--- config.mk ---
export PLATFORM = sky130hd
export DESIGN_NAME = interval_timer_io_ports
export DESIGN_NICKNAME = d
export VERILOG_FILES = /design/src/rtl/core/itmr_pkg.sv /design/src/rtl/core/itmr_ctrl.sv /design/src/rtl/core/itmr_dp.sv /design/src/rtl/core/interval_timer_io_ports.sv
export SDC_FILE = /design/constraint.sdc
export NUM_CORES = 1
export LEC_CHECK = 0
export BUFFER_PORTS_ARGS = -buffer_cell sky130_fd_sc_hd__buf_4
export CAP_MARGIN = 15
export CORE_UTILIZATION = 60
export DETAILED_ROUTE_END_ITERATION = 8
export PLACE_DENSITY_LB_ADDON = 0.15
export SLEW_MARGIN = 20
export SYNTH_ARGS = -nofsm -noshare
export SYNTH_HDL_FRONTEND = slang
export SYNTH_SLANG_ARGS = --single-unit
--- constraint.sdc ---
create_clock -name clk_i -period 5.15 [get_ports clk_i]
set_input_delay 0.2575 -clock clk_i [delete_from_list [all_inputs] [get_ports clk_i]]
set_output_delay 0.2575 -clock clk_i [all_outputs]
set_load 0.02 [all_outputs]
--- src/rtl/core/itmr_pkg.sv ---
// Shared types and constants of the interval timer with input ports.
// No dependencies; imported by the controller, the datapath and the top level.
`timescale 1ns / 1ps
`default_nettype none

package itmr_pkg;

  // Item kinds carried on the input tuser
  typedef enum logic [1:0] {
    OP_READ  = 2'd0,
    OP_WRITE = 2'd1,
    OP_TICK  = 2'd2
  } op_e;

  // Register selects inside the ports block
  localparam logic [1:0] SEL_PORT_A = 2'd0;
  localparam logic [1:0] SEL_DIR_A  = 2'd1;
  localparam logic [1:0] SEL_PORT_B = 2'd2;
  localparam logic [1:0] SEL_DIR_B  = 2'd3;

  // Address bit that selects the timer block, and flag encodings
  localparam int unsigned TIMER_BLOCK_BIT = 2;
  localparam int unsigned FLAG_UF_BIT     = 1;
  localparam logic [1:0]  FLAGS_BOTH      = 2'b11;
  localparam logic [1:0]  PRESCALE_RESET  = 2'd3;
  localparam logic [1:0]  PRESCALE_FAST   = 2'd0;
  localparam logic [7:0]  COUNT_WRAP      = 8'hFF;

  localparam int unsigned ACC_W = 11;

  // Controller states
  typedef enum logic [1:0] {
    ST_IDLE,
    ST_EXEC,
    ST_ITER,
    ST_DONE
  } state_e;

  // Commands from controller to datapath
  typedef struct packed {
    logic load;      // capture the input word
    logic exec;      // perform the read, write or accumulate
    logic step;      // consume one prescale period if elapsed
    logic out_load;  // move the result into the output register
  } cmd_t;

  // Status from datapath to controller
  typedef struct packed {
    logic is_tick;   // captured item is a tick
    logic elapsed;   // accumulator holds at least one period
    logic out_free;  // output register can take a word this cycle
  } stat_t;

  // Prescale period in cycles for a prescale code
  function automatic logic [ACC_W-1:0] period_of(input logic [1:0] code);
    logic [ACC_W-1:0] p;
    case (code)
      2'd0:    p = ACC_W'(1);
      2'd1:    p = ACC_W'(8);
      2'd2:    p = ACC_W'(64);
      default: p = ACC_W'(1024);
    endcase
    return p;
  endfunction

endpackage

`default_nettype wire

--- src/rtl/core/itmr_ctrl.sv ---
// Sequencing state machine of the interval timer.
// Depends on itmr_pkg; drives the datapath through cmd_t and reads stat_t.
`timescale 1ns / 1ps
`default_nettype none

module itmr_ctrl
  import itmr_pkg::*;
(
  input  wire logic  clk_i,
  input  wire logic  rst_ni,
  input  wire logic  in_valid_i,
  output logic       in_ready_o,
  input  wire stat_t stat_i,
  output cmd_t       cmd_o
);

  state_e state_q, state_d;

  // Hold the state
  always_ff @(posedge clk_i or negedge rst_ni) begin
    if (!rst_ni) begin
      state_q <= ST_IDLE;
    end else begin
      state_q <= state_d;
    end
  end

  // Next state
  always_comb begin
    state_d = state_q;
    unique case (state_q)
      ST_IDLE: begin
        if (in_valid_i) state_d = ST_EXEC;
      end
      ST_EXEC: begin
        state_d = stat_i.is_tick ? ST_ITER : ST_DONE;
      end
      ST_ITER: begin
        if (!stat_i.elapsed) state_d = ST_DONE;
      end
      ST_DONE: begin
        if (stat_i.out_free) state_d = ST_IDLE;
      end
      default: state_d = ST_IDLE;
    endcase
  end

  // Outputs
  always_comb begin
    cmd_o      = '0;
    in_ready_o = 1'b0;
    unique case (state_q)
      ST_IDLE: begin
        in_ready_o = 1'b1;
        cmd_o.load = in_valid_i;
      end
      ST_EXEC: cmd_o.exec = 1'b1;
      ST_ITER: cmd_o.step = 1'b1;
      ST_DONE: cmd_o.out_load = stat_i.out_free;
      default: ;
    endcase
  end

endmodule

`default_nettype wire

--- src/rtl/core/itmr_dp.sv ---
// Datapath of the interval timer: item capture, timer and port registers,
// output register. Depends on itmr_pkg; controlled by itmr_ctrl.
`timescale 1ns / 1ps
`default_nettype none

module itmr_dp
  import itmr_pkg::*;
(
  input  wire logic       clk_i,
  input  wire logic       rst_ni,
  input  wire cmd_t       cmd_i,
  output stat_t           stat_o,
  input  wire logic [1:0] opcode_i,
  input  wire logic [2:0] reg_addr_i,
  input  wire logic [7:0] write_data_i,
  input  wire logic [3:0] cycles_i,
  input  wire logic [7:0] port_a_pins_i,
  input  wire logic [7:0] port_b_pins_i,
  input  wire logic       out_ready_i,
  output logic            out_valid_o,
  output logic [7:0]      read_data_o,
  output logic            underflow_flag_o
);

  // Captured item
  logic [1:0] op_q;
  logic [2:0] addr_q;
  logic [7:0] wdata_q;
  logic [3:0] cyc_q;
  logic [7:0] pa_q;
  logic [7:0] pb_q;

  // Architectural state
  logic [7:0]       count_q, count_d;
  logic [1:0]       presc_q, presc_d;
  logic [ACC_W-1:0] acc_q, acc_d;
  logic [1:0]       flags_q, flags_d;
  logic [7:0]       dir_a_q, dir_a_d;
  logic [7:0]       dir_b_q, dir_b_d;
  logic [7:0]       rd_q, rd_d;

  // Output register
  logic       out_valid_q;
  logic [7:0] out_data_q;
  logic       out_uf_q;

  logic [ACC_W-1:0] period;
  logic             elapsed;
  logic             timer_sel;

  assign period    = period_of(presc_q);
  assign elapsed   = (acc_q >= period);
  assign timer_sel = addr_q[TIMER_BLOCK_BIT];

  assign stat_o.is_tick  = (op_q == OP_TICK);
  assign stat_o.elapsed  = elapsed;
  assign stat_o.out_free = !out_valid_q || out_ready_i;

  // Capture the input word
  always_ff @(posedge clk_i) begin
    if (cmd_i.load) begin
      op_q    <= opcode_i;
      addr_q  <= reg_addr_i;
      wdata_q <= write_data_i;
      cyc_q   <= cycles_i;
      pa_q    <= port_a_pins_i;
      pb_q    <= port_b_pins_i;
    end
  end

  // Execute the item and run the prescale loop
  always_comb begin
    count_d = count_q;
    presc_d = presc_q;
    acc_d   = acc_q;
    flags_d = flags_q;
    dir_a_d = dir_a_q;
    dir_b_d = dir_b_q;
    rd_d    = rd_q;
    if (cmd_i.exec) begin
      rd_d = '0;
      case (op_q)
        OP_READ: begin
          if (timer_sel) begin
            if (addr_q[0]) begin
              rd_d = {flags_q, 6'b0};
            end else begin
              rd_d = count_q;
              flags_d[FLAG_UF_BIT] = 1'b0;
            end
          end else begin
            unique case (addr_q[1:0])
              SEL_PORT_A: rd_d = pa_q;
              SEL_DIR_A:  rd_d = dir_a_q;
              SEL_PORT_B: rd_d = pb_q;
              SEL_DIR_B:  rd_d = dir_b_q;
              default:    rd_d = '0;
            endcase
          end
        end
        OP_WRITE: begin
          if (timer_sel) begin
            presc_d = addr_q[1:0];
            count_d = wdata_q;
            acc_d   = '0;
            flags_d = '0;
          end else if (addr_q[1:0] == SEL_DIR_A) begin
            dir_a_d = wdata_q;
          end else if (addr_q[1:0] == SEL_DIR_B) begin
            dir_b_d = wdata_q;
          end
        end
        OP_TICK: acc_d = acc_q + ACC_W'(cyc_q);
        default: ;
      endcase
    end else if (cmd_i.step && elapsed) begin
      // One prescale period has passed: count down, wrap on underflow
      acc_d = acc_q - period;
      if (count_q == '0) begin
        count_d = COUNT_WRAP;
        presc_d = PRESCALE_FAST;
        flags_d = FLAGS_BOTH;
      end else begin
        count_d = count_q - 8'd1;
      end
    end
  end

  // Hold the timer and port state
  always_ff @(posedge clk_i or negedge rst_ni) begin
    if (!rst_ni) begin
      count_q <= '0;
      presc_q <= PRESCALE_RESET;
      acc_q   <= '0;
      flags_q <= '0;
      dir_a_q <= '0;
      dir_b_q <= '0;
    end else begin
      count_q <= count_d;
      presc_q <= presc_d;
      acc_q   <= acc_d;
      flags_q <= flags_d;
      dir_a_q <= dir_a_d;
      dir_b_q <= dir_b_d;
    end
  end

  always_ff @(posedge clk_i) begin
    rd_q <= rd_d;
  end

  // Output register: load a word, drop it once taken
  always_ff @(posedge clk_i or negedge rst_ni) begin
    if (!rst_ni) begin
      out_valid_q <= 1'b0;
    end else if (cmd_i.out_load) begin
      out_valid_q <= 1'b1;
    end else if (out_ready_i) begin
      out_valid_q <= 1'b0;
    end
  end

  always_ff @(posedge clk_i) begin
    if (cmd_i.out_load) begin
      out_data_q <= rd_q;
      out_uf_q   <= flags_q[FLAG_UF_BIT];
    end
  end

  assign out_valid_o      = out_valid_q;
  assign read_data_o      = out_data_q;
  assign underflow_flag_o = out_uf_q;

  // The accumulator never exceeds one period plus a full tick
  a_acc_bound: assert property (@(posedge clk_i) disable iff (!rst_ni)
    acc_q < period + ACC_W'(16))
    else $error("cycle accumulator out of range");

  // An underflow step switches to the fastest prescale and sets both flags
  a_underflow: assert property (@(posedge clk_i) disable iff (!rst_ni)
    (cmd_i.step && elapsed && count_q == '0) |=>
      (presc_q == PRESCALE_FAST && flags_q == FLAGS_BOTH && count_q == COUNT_WRAP))
    else $error("underflow did not wrap the timer");

  // A timer write restarts the accumulator and clears the flags
  a_timer_load: assert property (@(posedge clk_i) disable iff (!rst_ni)
    (cmd_i.exec && op_q == OP_WRITE && timer_sel) |=> (acc_q == '0 && flags_q == '0))
    else $error("timer write did not restart the timer");

  // A loaded result is presented on the next cycle
  a_out_load: assert property (@(posedge clk_i) disable iff (!rst_ni)
    cmd_i.out_load |=> out_valid_q)
    else $error("result word lost");

endmodule

`default_nettype wire

--- src/rtl/core/interval_timer_io_ports.sv ---
// Top level of the interval timer with input ports.
// Depends on itmr_pkg, itmr_ctrl and itmr_dp.
//
// Interval timer with two input ports and their direction registers. Each
// input word is a bus read, a bus write or a tick of 0 to 15 elapsed cycles,
// and each gives exactly one result word with the read byte (zero for writes
// and ticks) and the underflow flag. A read or write passes through the
// execute and done states before its result word can be taken and the next
// word accepted; a tick also runs the prescale loop between them, which
// consumes one elapsed prescale period per cycle until it finds that no
// further period has elapsed. The next word is accepted once the previous
// result has been moved into the output register, even while that result
// still waits to be taken; a result that cannot move in holds the input off.
`timescale 1ns / 1ps
`default_nettype none

module interval_timer_io_ports
  import itmr_pkg::*;
(
  input  wire logic        clk_i,
  input  wire logic        rst_ni,
  input  wire logic        s_axis_tvalid,
  output logic             s_axis_tready,
  // [2:0] reg_addr, [10:3] write_data, [14:11] cycles,
  // [22:15] port_a_pins, [30:23] port_b_pins, [31] zero
  input  wire logic [31:0] s_axis_tdata,
  // [1:0] opcode
  input  wire logic [1:0]  s_axis_tuser,
  output logic             m_axis_tvalid,
  input  wire logic        m_axis_tready,
  // [7:0] read_data, [8] underflow_flag, [15:9] zero
  output logic [15:0]      m_axis_tdata
);

  cmd_t  cmd;
  stat_t stat;

  logic [7:0] read_data;
  logic       underflow_flag;

  itmr_ctrl u_ctrl (
    .clk_i      (clk_i),
    .rst_ni     (rst_ni),
    .in_valid_i (s_axis_tvalid),
    .in_ready_o (s_axis_tready),
    .stat_i     (stat),
    .cmd_o      (cmd)
  );

  itmr_dp u_dp (
    .clk_i            (clk_i),
    .rst_ni           (rst_ni),
    .cmd_i            (cmd),
    .stat_o           (stat),
    .opcode_i         (s_axis_tuser),
    .reg_addr_i       (s_axis_tdata[2:0]),
    .write_data_i     (s_axis_tdata[10:3]),
    .cycles_i         (s_axis_tdata[14:11]),
    .port_a_pins_i    (s_axis_tdata[22:15]),
    .port_b_pins_i    (s_axis_tdata[30:23]),
    .out_ready_i      (m_axis_tready),
    .out_valid_o      (m_axis_tvalid),
    .read_data_o      (read_data),
    .underflow_flag_o (underflow_flag)
  );

  // Pack the result word
  assign m_axis_tdata = {7'b0, underflow_flag, read_data};

endmodule

`default_nettype wire
### Word-level counts from Yosys, hierarchy flattened

Index checks and enable logic that the tools add are counted.

* register bits: 92
* input port bits: 38
* output and inout bits: 18
* logic and storage cells: 100

* eq/ne operators: 20
* add/sub/neg operators: 3
* reductions and logical operators: 18
* bitwise gates (word level): 2
* muxes and demuxes: 38
* order comparisons: 1

Operators with widths (number)
* $mux 8: 7
* $mux 11: 3
* $pmux 11 s3: 1
* $pmux 8 s4: 1
* $mux 2: 12
* $pmux 11 s2: 1
* $eq 2x2->1 const B: 6
* $add 11x4->11: 1
* $ge 11x11->1: 1
* $mux 1: 11
* $sub 11x11->11: 1
* $reduce_and 3->1: 3
* $eq 2x1->1 const B: 4
* $logic_not 2->1: 4
* $logic_not 8->1: 1
* $pmux 2 s4: 1
* $reduce_and 4->1: 2
* $sub 8x1->8 const B: 1
* $ne 2x1->1 const B: 3
* $ne 3x1->1 const B: 2
* $ne 3x2->1 const B: 2
* $reduce_and 6->1: 1
* $reduce_bool 2->1: 3
* $reduce_and 5->1: 1
* other kinds (7): 9

### Depth between registers and ports, before layout

Gate-level depths: netlist of run 1.

* depth after elaboration: 6
* gate-level depth with buffers: 11
* depth with buffers taken out: 9

### Cells and area by module

From an unflattened synthesis of run 1, not the netlist that was laid out.

* cell total of the unflattened synthesis: 401
* area total of the unflattened synthesis: 4778.3 µm²

By module, submodules not included
* itmr_dp: area each 4514.3 µm², times used 1, cells each 373, sequential area each 2504.9 µm²
* itmr_ctrl: area each 200.2 µm², times used 1, cells each 19, sequential area each 50.0 µm²
* interval_timer_io_ports: area each 63.8 µm², times used 1, cells each 9, sequential area each 0.0 µm²

### Worst setup path before layout of run 1

Ideal clock, no wire load.

* kind: register to register
* from: register u_ctrl.state_q[1]
* to: register u_dp.acc_q[5]
* buffers on the path: 1
* arrival: 2.177 ns
* path slack: 2.841 ns
* required time: 5.018 ns
* setup time: 0.132 ns
* period minus slack after synthesis: 2.309 ns
* stages on the path, launching flop included: 10
* cells stage by stage: dfrtp_1 inv_1 ha_1 inv_1 and3_1 a31o_2 or2_1 buf_6 o31ai_1 o31ai_1

* word-level cells in the longest chain between the ends: 5
* elaborated cells between the ends (all ways): 10
* those cells by class: 4 x eq/ne; 3 x mux; 3 x reduce/logical

RTL lines
* from (decl): line itmr_ctrl.sv:17 `state_e state_q, state_d;`
* from (signal assigned): line itmr_ctrl.sv:24 `state_q <= state_d;`
* $eq 2x2->1: line itmr_ctrl.sv:52 `unique case (state_q)`
* $mux 1: line itmr_ctrl.sv:52
* $logic_and 1x1->1: line itmr_dp.sv:116 `end else if (cmd_i.step && elapsed) begin`
* $reduce_bool 2->1 (no line)
* $reduce_and 3->1 (no line)
* to (signal assigned): line itmr_dp.sv:134 `acc_q <= '0;`
* to (signal assigned): line itmr_dp.sv:141 `acc_q <= acc_d;`
* to (decl): line itmr_dp.sv:36 `logic [ACC_W-1:0] acc_q, acc_d;`

Several ways; a longest one is shown, not always the timed one.
A chain may end at the register's enable or synchronous reset.

### Worst setup path after layout of run 1

* from: register u_ctrl.state_q[1]
* to: register u_dp.acc_q[7]

Same word-level chain as after synthesis.

==> reports/qor.csv, run 1 <==
metric,value,unit
type of destination of the critical path,flip-flop,
Die Area,8030,sq um
Synthesis Warnings,0,
LEAKAGE,2.11,nW
time the worst path needs with I/O delays and setup,3.01,ns
"Clk Latency, worst-skew pair",0.36,ns
Initial Util,62.8,%
Netlist cell types,66,
HP Start,s_axis_tdata[30],
"Req. time, crit path",5.39,ns
"Reg clk slew, reported paths",0.10,ns
cells after synthesis,384,
Slew Limit Fails,0,
core area,7330,sq um
Hold Crit Endpoint,u_dp.pb_q[7],
Worst R2R Start,u_ctrl.state_q[1],
Max clock buf depth,2,
"FFs w/ async S/R, synth",45.7,%
Worst-Margin Slew,1.00,ns
Peak VDD IR,0.000324,V
worst hold stages,1,
Antenna Cells,0,
RePlAce Congestion,0.855,
PortBufs,47,
WL final,8.94,mm
CTS tree,done,
Post-CTS Setup Inserts,0,
routed len/inst,16.9,um
row count,31,
CP startpoint kind,flip-flop,
Reg-to-Reg End,u_dp.acc_q[7],
R2R Setup Slk,2.14,ns
"commonest non-fill, non-tap cell in the layout",edfxtp_1,
Post-route DRC,0,
Vias,3195,
"commonest non-fill, non-tap cells in the layout","50 x edfxtp_1, 49 x buf_4, 40 x dfrtp_1",
fraction of the cycle the final worst path needs,58.4,%
initial antenna violation count,0,
global-route wire length before repair,14.7,mm
total CTS buffers,9,
root buf cell,clkbuf_8,
CTS Sinks,92,
unrepaired setup endpoints after global routing,no,
FMAX,333,MHz
Final setup viols,0,
Die Y-Extent,89.6,um
setup TNS,0,ns
GR Util All Layers,24.7,%
status,completed,
WS Path Type,reg -> reg,
P&R area growth vs syn,12.4,%
Slew HR,32.9,%
synthesized area,4610,sq um
"Seq/Total Area, Yosys",55.5,%
drt pass-1 iters,5,
pwr dens,584,nW/um^2
Iter 0 DRT Violations,231,
chip width,89.6,um
maximum fanout along the worst path,34,
syn_area_per_cell,12.0,sq um
vias per inst,6.05,
max-capacitance violation count,0,
Post-DRT Antenna Nets,0,
Setup Skew,0.0122,ns
#FFs+latches synth,92,
worst path arrival time,3.24,ns
H-tree lvl count,3,
utilization after layout,70.6,%
endpoints failing hold,0,
worst min path class,in -> reg,
DPL Wire Length,5.99,mm
vias in the first global route,3062,
Reg2Reg Depth,9,
Boundary Pins,56,
Final nets,478,
number of synthesized flops with an enable pin,50,
ys flop type,edfxtp_1,
GRT overflow,0,
largest net degree at the start of global routing,43,
layout cells sized above 1,22.6,%
-- worst max-delay path: stages, from the launching register on --
cell and delay (ns):
dfrtp_1 0.44, inv_1 0.11, ha_1 0.15, buf_4 0.36, inv_1 0.36, and3_1 0.26
a31o_2 0.29, or2_1 0.47, o31ai_1 0.33, o31ai_1 0.11
-- logic make-up (layout without fill, tap and decap cells) --
| family | Yosys count | in the layout | share of synthesized area [%] |
|---|---|---|---|
| DFF | 92 | 92 | 55.5 |
| AOI/OAI and AO/OA | 100 | 100 | 15.2 |
| and+or+nand+nor | 98 | 98 | 11.4 |
| xor gates and xnor gates | 3 | 3 | 0.571 |
| other | 1 | 7 | 0.0814 |
| muxes | 33 | 33 | 8.15 |
| adders and majority gates | 16 | 16 | 4.51 |
| buffers and inverters | 41 | 80 | 4.67 |
-- final cells by class --
cell class,instances,area [sq um]
repair buffers,50,378
fillers,522,2150
clock inverters,7,86.3
well taps,99,124
multi-input cells,257,1860
flip-flops and latches,92,2550
clock buffers,9,124
inverters,14,52.6
-- sequential cells by signal (all words and copies together), names as in the netlist --
register               count
u_dp.acc_q                11
u_dp.count_q               8
u_dp.dir_a_q               8
u_dp.dir_b_q               8
u_dp.pa_q                  8
u_dp.pb_q                  8
u_dp.rd_q                  8
u_dp.read_data_o           8
u_dp.wdata_q               8
u_dp.cyc_q                 4
u_dp.addr_q                3
u_ctrl.state_q             2
u_dp.flags_q               2
u_dp.op_q                  2
u_dp.presc_q               2
u_dp.out_valid_o           1
u_dp.underflow_flag_o      1
-- per-stage QoR --
| stage | instances | area (sq um) | worst slack [ns] | hold WS, ns | total power [mW] |
|---|---|---|---|---|---|
| 2_1_floorplan | 390 | 4630 | 2.84 | -0.0381 | 2.23 |
| 3_3_place_gp | 511 | 4960 | 2.30 | 0.287 | 2.45 |
| 3_5_place_dp | 511 | 4960 | 2.18 | 0.285 | 2.51 |
| 4_1_cts | 528 | 5180 | 2.17 | 0.0604 | 3.02 |
| 5_1_grt | 528 | 5180 | 1.99 | 0.0505 | 3.24 |
| 6_report | 528 | 5180 | 2.14 | 0.0679 | 3.02 |
-- worst max-delay path by stage --
stage	slack, ns	end	cells after the start	from
after global placement	2.30	u_dp.acc_q[5]	9	u_ctrl.state_q[1]
after CTS	2.17	u_dp.acc_q[7]	9	u_ctrl.state_q[1]
after global routing	1.99	u_dp.acc_q[7]	9	u_ctrl.state_q[1]
final	2.14	u_dp.acc_q[7]	9	u_ctrl.state_q[1]
after detailed placement	2.18	u_dp.acc_q[7]	9	u_ctrl.state_q[1]
after floorplan	2.84	u_dp.acc_q[5]	9	u_ctrl.state_q[1]
-- repair_timing --
action | 4_1_cts | 5_1_grt
endpoints found under the hold margin | 40 | 0
hold buffers | 1 | 0
resized for setup | 0 | 0
setup endpoints to repair | 0 | 0
-- Yosys cell counts, types with 2 or more instances --
library cell,instances,area share (%)
edfxtp_1,50,33
dfrtp_1,40,22
nor2_1,32,2.6
a21oi_1,22,2.4
mux2_2,16,3.9
nand2_1,16,1.3
ha_1,15,4.1
mux2i_1,15,3.3
inv_1,14,1.1
o22a_1,14,2.7
o21ai_0,12,1.3
clkbuf_1,10,0.82
nand2b_1,10,1.4
buf_4,9,1.5
a211oi_1,8,1.3
o31ai_1,7,1.1
a31oi_1,5,0.68
and2_1,5,0.68
and3_1,5,0.68
nor2b_1,5,0.68
o21ai_1,4,0.43
a22oi_1,3,0.49
a31o_2,3,0.57
a32oi_1,3,0.57
buf_2,3,0.33
buf_6,3,0.73
nand4_1,3,0.41
nor4_1,3,0.41
a22o_1,2,0.38
dfstp_2,2,1.1
mux4_2,2,0.98
nand3b_1,2,0.33
nor3_1,2,0.22
o21bai_1,2,0.33
o22ai_1,2,0.27
o32a_1,2,0.43
or2_1,2,0.27
or3_1,2,0.27
xor2_1,2,0.38
-- where the power goes --
part | leakage (nW) | total, mW | switching (mW) | internal (mW)
Sequential | 0.986 | 1.25 | 0.200 | 1.05
Combinational | 1.02 | 1.26 | 0.725 | 0.537
Clock | 0.105 | 0.509 | 0.272 | 0.236
-- metal layers --
metal  routed length (um)  GRT usage (%)  vias up
li1                     -              -     1505
met1                 4070           35.1     1567
met2                 4260           39.0      112
met3                  503           3.75       11
met4                   95           9.09        0
met5                    0              0        -
No activity file was read; power rests on OpenSTA's default activity.
==> run 2, diff against run 1 <==
Settings changed: ABC_AREA set to 1, CORE_UTILIZATION 60 to 58.
Clock period 5.15 ns to 2.8 ns, I/O delays scaled along.
==> run 2 against run 1 <==
Register-to-register slack worse by 1.8 ns. Synthesized area is 2.3% higher. Synthesized cell count is 39% higher. Combinational power is 110% higher. Worst setup slack worse by 1.8 ns. Cell area is 9.6% higher. Clock skew is 0.00088 ns lower. Sequential share of layout area is 4.3 points lower. Total power is 98% higher. Critical path depth is 6 higher. Flip-flop and latch count stayed put. Critical path type unchanged. Largest cell class unchanged.
==> reports/qor.csv, run 2 <==
metric,value,unit,change
utilization after layout,72.7,%,+2.0 points
cells after synthesis,533,,+39%
P&R area growth vs syn,20.4,%,
"FFs w/ async S/R, synth",45.7,%,unchanged
Peak VDD IR,0.000441,V,+36%
Synthesis Warnings,0,,unchanged
layout cells sized above 1,15.1,%,-7.5 points
Post-synth top cells,"179 x nand2_1, 50 x edfxtp_1, 50 x inv_1",,
"commonest non-fill, non-tap cells in the layout","179 x nand2_1, 50 x inv_1, 50 x buf_4, 50 x edfxtp_1, 40 x dfrtp_1",,
routed len/inst,14.6,um,-14%
Antenna Cells,0,,unchanged
GRT overflow,0,,unchanged
#FFs+latches synth,92,,unchanged
initial antenna violation count,0,,unchanged
Post-DRT Antenna Nets,0,,unchanged
max reg flops,11,,unchanged
Top reg by flops,u_dp.acc_q,,
Yosys top cell area share,31.9,%,-0.74 points
time the worst path needs with I/O delays and setup,2.45,ns,-0.552 ns
top-count cell post-synth,nand2_1,,
GR Util All Layers,26.9,%,+2.2 points
"Seq/Total Area, Yosys",54.2,%,-1.3 points
RePlAce Congestion,0.892,,+4.3%
"Buf+Inv Stages, Crit Path",2,,-1
CP startpoint kind,flip-flop,,
Yosys top cell by area,edfxtp_1,,
Max stage delay on crit path,0.57,ns,+0.10 ns
Initial Util,60.4,%,-2.5 points
vias in the first global route,3667,,+20%
ys flop type,edfxtp_1,,
synthesized area,4710,sq um,+2.3%
DPL Wire Length,7.09,mm,+18%
Slew Limit Fails,0,,unchanged
CTS Sinks,92,,unchanged
maximum fanout along the worst path,14,,-59%
row count,32,,+3.2%
fraction of the cycle the final worst path needs,87.6,%,+29 points
LEAKAGE,2.59,nW,+22%
Vias,3893,,+22%
Boundary Pins,56,,unchanged
cell family with most CP delay,simple AND/OR/NAND/NOR gates,,
CP dominant cell by count,nand2_1,,
Slew HR,48.1,%,+15 points
chip width,92.1,um,+2.8%
Post-route DRC,0,,unchanged
vias per inst,5.38,,-11%
CP max stage cell,dfstp_2,,
Netlist cell types,36,,-45%
drt pass-1 iters,5,,unchanged
Iter 0 DRT Violations,289,,+25%
type of destination of the critical path,flip-flop,,
endpoints failing hold,0,,unchanged
root buf cell,clkbuf_8,,
CTS tree,done,,
FMAX,408,MHz,+23%
WL final,10.6,mm,+18%
WS Path Type,reg -> reg,,
core area,7810,sq um,+6.5%
number of synthesized flops with an enable pin,50,,unchanged
Die Y-Extent,92.1,um,+2.8%
Worst-Margin Slew,0.778,ns,-0.224 ns
"Req. time, crit path",3.06,ns,-2.33 ns
"commonest non-fill, non-tap cell in the layout",nand2_1,,
H-tree lvl count,3,,unchanged
Final setup viols,0,,unchanged
pwr dens,1060,nW/um^2,+81%
largest net degree at the start of global routing,43,,unchanged
max-capacitance violation count,0,,unchanged
total CTS buffers,9,,unchanged
ordered list of cells on the worst path,inv_1 > or2_2 > ha_1 > nand2_1 > nand2_1 > nor2_1 > nand2_1 > nand3_1 > nand3_2 > nand2_2 > nand2_2 > nand2_4 > inv_2 > nand2_1 > nand2_1,,
CTS resizes,0,,unchanged
"Clk Latency, worst-skew pair",0.37,ns,about the same
setup TNS,0,ns,unchanged
worst min path class,in -> reg,,
status,completed,,
syn_area_per_cell,8.84,sq um,-26%
Setup Skew,0.0113,ns,-0.000878 ns
unrepaired setup endpoints after global routing,no,,
dominant cells by area after synthesis,"edfxtp_1 32%, dfrtp_1 21%, nand2_1 14%, ha_1 4.0%, inv_1 4.0%",,
Final nets,670,,+40%
worst path arrival time,2.72,ns,-0.52 ns
"Reg clk slew, reported paths",0.09,ns,about the same
Die Area,8490,sq um,+5.7%
PortBufs,47,,unchanged
global-route wire length before repair,17.4,mm,+18%
Max clock buf depth,2,,unchanged
==> run 2: cell count changes after synthesis, moves of 6 or more <==
cell | before | now
mux2_2 | 16 | 0
a211oi_1 | 8 | 0
inv_2 | 0 | 9
o21ai_1 | 4 | 28
nor2_1 | 32 | 26
inv_1 | 14 | 50
o22a_1 | 14 | 1
clkbuf_1 | 10 | 1
nand2b_1 | 10 | 0
o31ai_1 | 7 | 0
nand3_1 | 1 | 32
nand2_1 | 16 | 179
mux2i_1 | 15 | 0
==> run 2: path summary, 6_finish.rpt <==
path                       slack (ns)       startpoint  depth (start not counted)                  end
setup / recovery                 0.35  u_dp.presc_q[1]                         15        u_dp.acc_q[7]
hold / removal                   0.06    m_axis_tready                          4     u_dp.out_valid_o
setup reg to reg                 0.35  u_dp.presc_q[1]                         15        u_dp.acc_q[7]
hold reg to reg                  0.43     u_dp.rd_q[2]                          0  u_dp.read_data_o[2]
max in group asynchronous        2.11           rst_ni                          2      u_dp.count_q[0]
min in group asynchronous        0.30           rst_ni                          2        u_dp.acc_q[4]
==> run 2: cell families (layout without fill, tap and decap cells) <==
family,count (synthesis),after routing,synth area share (%)
DFF,92,92,54.2
adders and majority gates,16,16,4.41
AOI/OAI and AO/OA,76,76,8.90
buffers and inverters,79,161,7.70
and+or+nand+nor,263,263,23.6
xor gates and xnor gates,6,6,1.12
other,1,7,0.0796
==> run 2: timing repair <==
item,in CTS,in global routing
hold endpoints to repair,73,0
setup buffers,0,0
hold buffers,34,0
==> run 2: cell type report <==
class,count,area (sq um)
well taps,102,128
clock buffers,9,124
flip-flops and latches,92,2550
repair buffers,84,716
multi-input cells,368,1820
fillers,567,2130
inverters,61,229
clock inverters,7,105
==> run 2: routing by layer <==
metal / up-vias / part of all wire [%] / global-route usage [%]
li1: 1910 / - / -
met1: 1796 / 45 / 36.7
met2: 166 / 48 / 43.9
met3: 21 / 6.2 / 4.98
met4: 0 / 1.4 / 8.07
met5: - / 0 / 0
==> run 2: power breakdown <==
part	internal, mW	switching (mW)
logic	0.975	1.70
registers	1.94	0.349
clock network	0.520	0.504
==> run 2: through the flow <==
step	cell area, sq um	setup WS [ns]	power (mW)	std cells	hold WS [ns]
2_1_floorplan	4730	0.690	4.29	539	-0.156
3_3_place_gp	5100	0.419	4.80	673	0.161
3_5_place_dp	5100	0.353	4.91	673	0.166
4_1_cts	5670	0.344	5.97	723	0.0468
5_1_grt	5670	0.138	6.45	723	0.0539
6_report	5670	0.346	5.99	723	0.0604
==> run 2: tightest hold or removal path: stages <==
cell	delay, ns
buf_4	0.08
inv_1	0.04
nand2_1	0.07
nand2_1	0.06
==> run 3, diff against run 2 <==
Settings changed: CORE_UTILIZATION 58 to 60.
Clock period 2.8 ns to 2.9 ns, I/O delays scaled along.
==> run 3 against run 2 <==
Critical path depth unchanged. Largest cell class unchanged. Critical path type unchanged. Largest power group unchanged. Worst setup slack improved by 0.10 ns. Wire length decreased by 0.96%.
==> reports/qor.csv, run 3 (synthesis results as in run 2) <==
metric,value,unit,change
LEAKAGE,2.56,nW,-1.1%
Post-CTS Setup Inserts,0,,unchanged
"Buf+Inv Stages, Crit Path",2,,unchanged
"Req. time, crit path",3.17,ns,+0.11 ns
P&R area growth vs syn,19.4,%,
RePlAce Congestion,0.873,,-2.1%
routed len/inst,14.5,um,-0.41%
Post-DRT Antenna Nets,0,,unchanged
CP dominant cell by count,nand2_1,,
unrepaired setup endpoints after global routing,no,,
core area,7410,sq um,-5.1%
"Reg clk slew, reported paths",0.09,ns,about the same
vias in the first global route,3573,,-2.6%
Final setup viols,0,,unchanged
max reg flops,11,,unchanged
ordered list of cells on the worst path,inv_1 > or2_2 > ha_1 > nand2_1 > nand2_1 > nor2_1 > nand2_1 > nand3_1 > nand3_2 > nand2_2 > nand2_2 > nand2_4 > inv_2 > nand2_1 > nand2_1,,
type of destination of the critical path,flip-flop,,
global-route wire length before repair,17.0,mm,-2.1%
Gate power share,46.0,%,+1.3 points
Max clock buf depth,2,,unchanged
Switch Pwr,2.50,mW,-2.3%
max-capacitance violation count,0,,unchanged
Initial Util,63.6,%,+3.3 points
initial antenna violation count,0,,unchanged
Die Area,8210,sq um,-3.3%
"commonest non-fill, non-tap cell in the layout",nand2_1,,
CP startpoint kind,flip-flop,,
sequential share of power,39.3,%,+1.1 points
Final nets,669,,-0.15%
CTS resizes,0,,unchanged
time the worst path needs with I/O delays and setup,2.45,ns,-0.00339 ns
root buf cell,clkbuf_8,,
chip width,90.6,um,-1.6%
CTS Sinks,92,,unchanged
Final WS setup,0.450,ns,+0.103 ns
R2R Setup Slk,0.45,ns,+0.10 ns
Top reg by flops,u_dp.acc_q,,
H-tree lvl count,3,,unchanged
pwr dens,1000,nW/um^2,-5.0%
FMAX,408,MHz,+0.14%
Setup Skew,0.0148,ns,+0.00348 ns
"commonest non-fill, non-tap cells in the layout","179 x nand2_1, 50 x inv_1, 50 x edfxtp_1",,
Peak VDD IR,0.000567,V,+29%
vias per inst,5.44,,+0.94%
Die Y-Extent,90.6,um,-1.6%
Max stage delay on crit path,0.57,ns,about the same
GRT overflow,0,,unchanged
GR Util All Layers,26.8,%,-0.069 points
Vias,3908,,+0.39%
worst min path class,in -> reg,,
CP max stage cell,dfstp_2,,
drt pass-1 iters,5,,unchanged
WL final,10.5,mm,-0.96%
status,completed,,
CTS hold repair buffers,34,,unchanged
Slew HR,48.0,%,-0.093 points
row count,31,,-3.1%
worst path arrival time,2.72,ns,about the same
pre-CTS WS,0.446,ns,+0.0928 ns
endpoints failing hold,0,,unchanged
PortBufs,47,,unchanged
largest net degree at the start of global routing,43,,unchanged
fraction of the cycle the final worst path needs,84.5,%,-3.1 points
utilization after layout,75.9,%,+3.3 points
DPL Wire Length,6.86,mm,-3.2%
Worst-Margin Slew,0.780,ns,+0.00140 ns
total CTS buffers,9,,unchanged
Boundary Pins,56,,unchanged
maximum fanout along the worst path,14,,unchanged
sw frac,44.2,%,+1.6 points
Internal,3.15,mW,-8.4%
"Clk Latency, worst-skew pair",0.37,ns,about the same
cell family with most CP delay,simple AND/OR/NAND/NOR gates,,
setup TNS,0,ns,unchanged
CTS tree,done,,
WS Path Type,reg -> reg,,
clock network power share,14.8,%,-2.3 points
Antenna Cells,0,,unchanged
Iter 0 DRT Violations,328,,+13%
layout cells sized above 1,15.0,%,-0.14 points
Post-route DRC,0,,unchanged
Slew Limit Fails,0,,unchanged
==> run 3: final timing paths <==
check,startpoint,end,cells past startpoint
hold reg to reg,u_dp.rd_q[0],u_dp.read_data_o[0],0
hold / removal,m_axis_tready,u_dp.out_valid_o,4
max in group asynchronous,rst_ni,u_dp.presc_q[1],2
min in group asynchronous,rst_ni,u_dp.acc_q[4],2
setup / recovery,u_dp.presc_q[1],u_dp.acc_q[10],15
setup reg to reg,u_dp.presc_q[1],u_dp.acc_q[10],15
==> run 3: power groups by stage <==
stage	clock network [mW]	logic, mW	registers [mW]
6_report	0.834	2.59	2.22
5_1_grt	0.891	2.93	2.26
2_1_floorplan	0	1.98	2.16
3_5_place_dp	0	2.50	2.22
4_1_cts	0.844	2.55	2.20
3_3_place_gp	0	2.41	2.20
==> run 3: stage by stage <==
step	hold WS (ns)	cells	area, sq um	power (mW)
2_1_floorplan	-0.151	539	4730	4.15
3_3_place_gp	0.165	669	5090	4.62
3_5_place_dp	0.170	669	5090	4.72
4_1_cts	0.0598	719	5630	5.59
5_1_grt	0.0753	719	5630	6.08
6_report	0.0594	719	5630	5.64
==> run 3: worst reg2reg max path, cell delays in order (launching register included) <==
cell and delay (ns):
dfstp_2 0.57, inv_1 0.05, or2_2 0.26, ha_1 0.34
nand2_1 0.08, nand2_1 0.05, nor2_1 0.08, nand2_1 0.09
nand3_1 0.09, nand3_2 0.09, nand2_2 0.12, nand2_2 0.07
nand2_4 0.19, inv_2 0.14, nand2_1 0.09, nand2_1 0.05
==> run 3: cell type report <==
class                   count  area, sq um
clock buffers               9          124
clock inverters             7         68.8
fillers                   520         1780
inverters                  61          229
multi-input cells         368         1820
flip-flops and latches     92         2550
well taps                  99          124
repair buffers             83          708
==> run 3: metal layers <==
| metal | GRT usage [%] | up-vias | share of wire (%) |
|---|---|---|---|
| met3 | 4.55 | 23 | 6.9 |
| met1 | 37.4 | 1802 | 44 |
| li1 | - | 1898 | - |
| met2 | 42.2 | 185 | 47 |
| met5 | 0 | - | 0 |
| met4 | 10.3 | 0 | 2.3 |
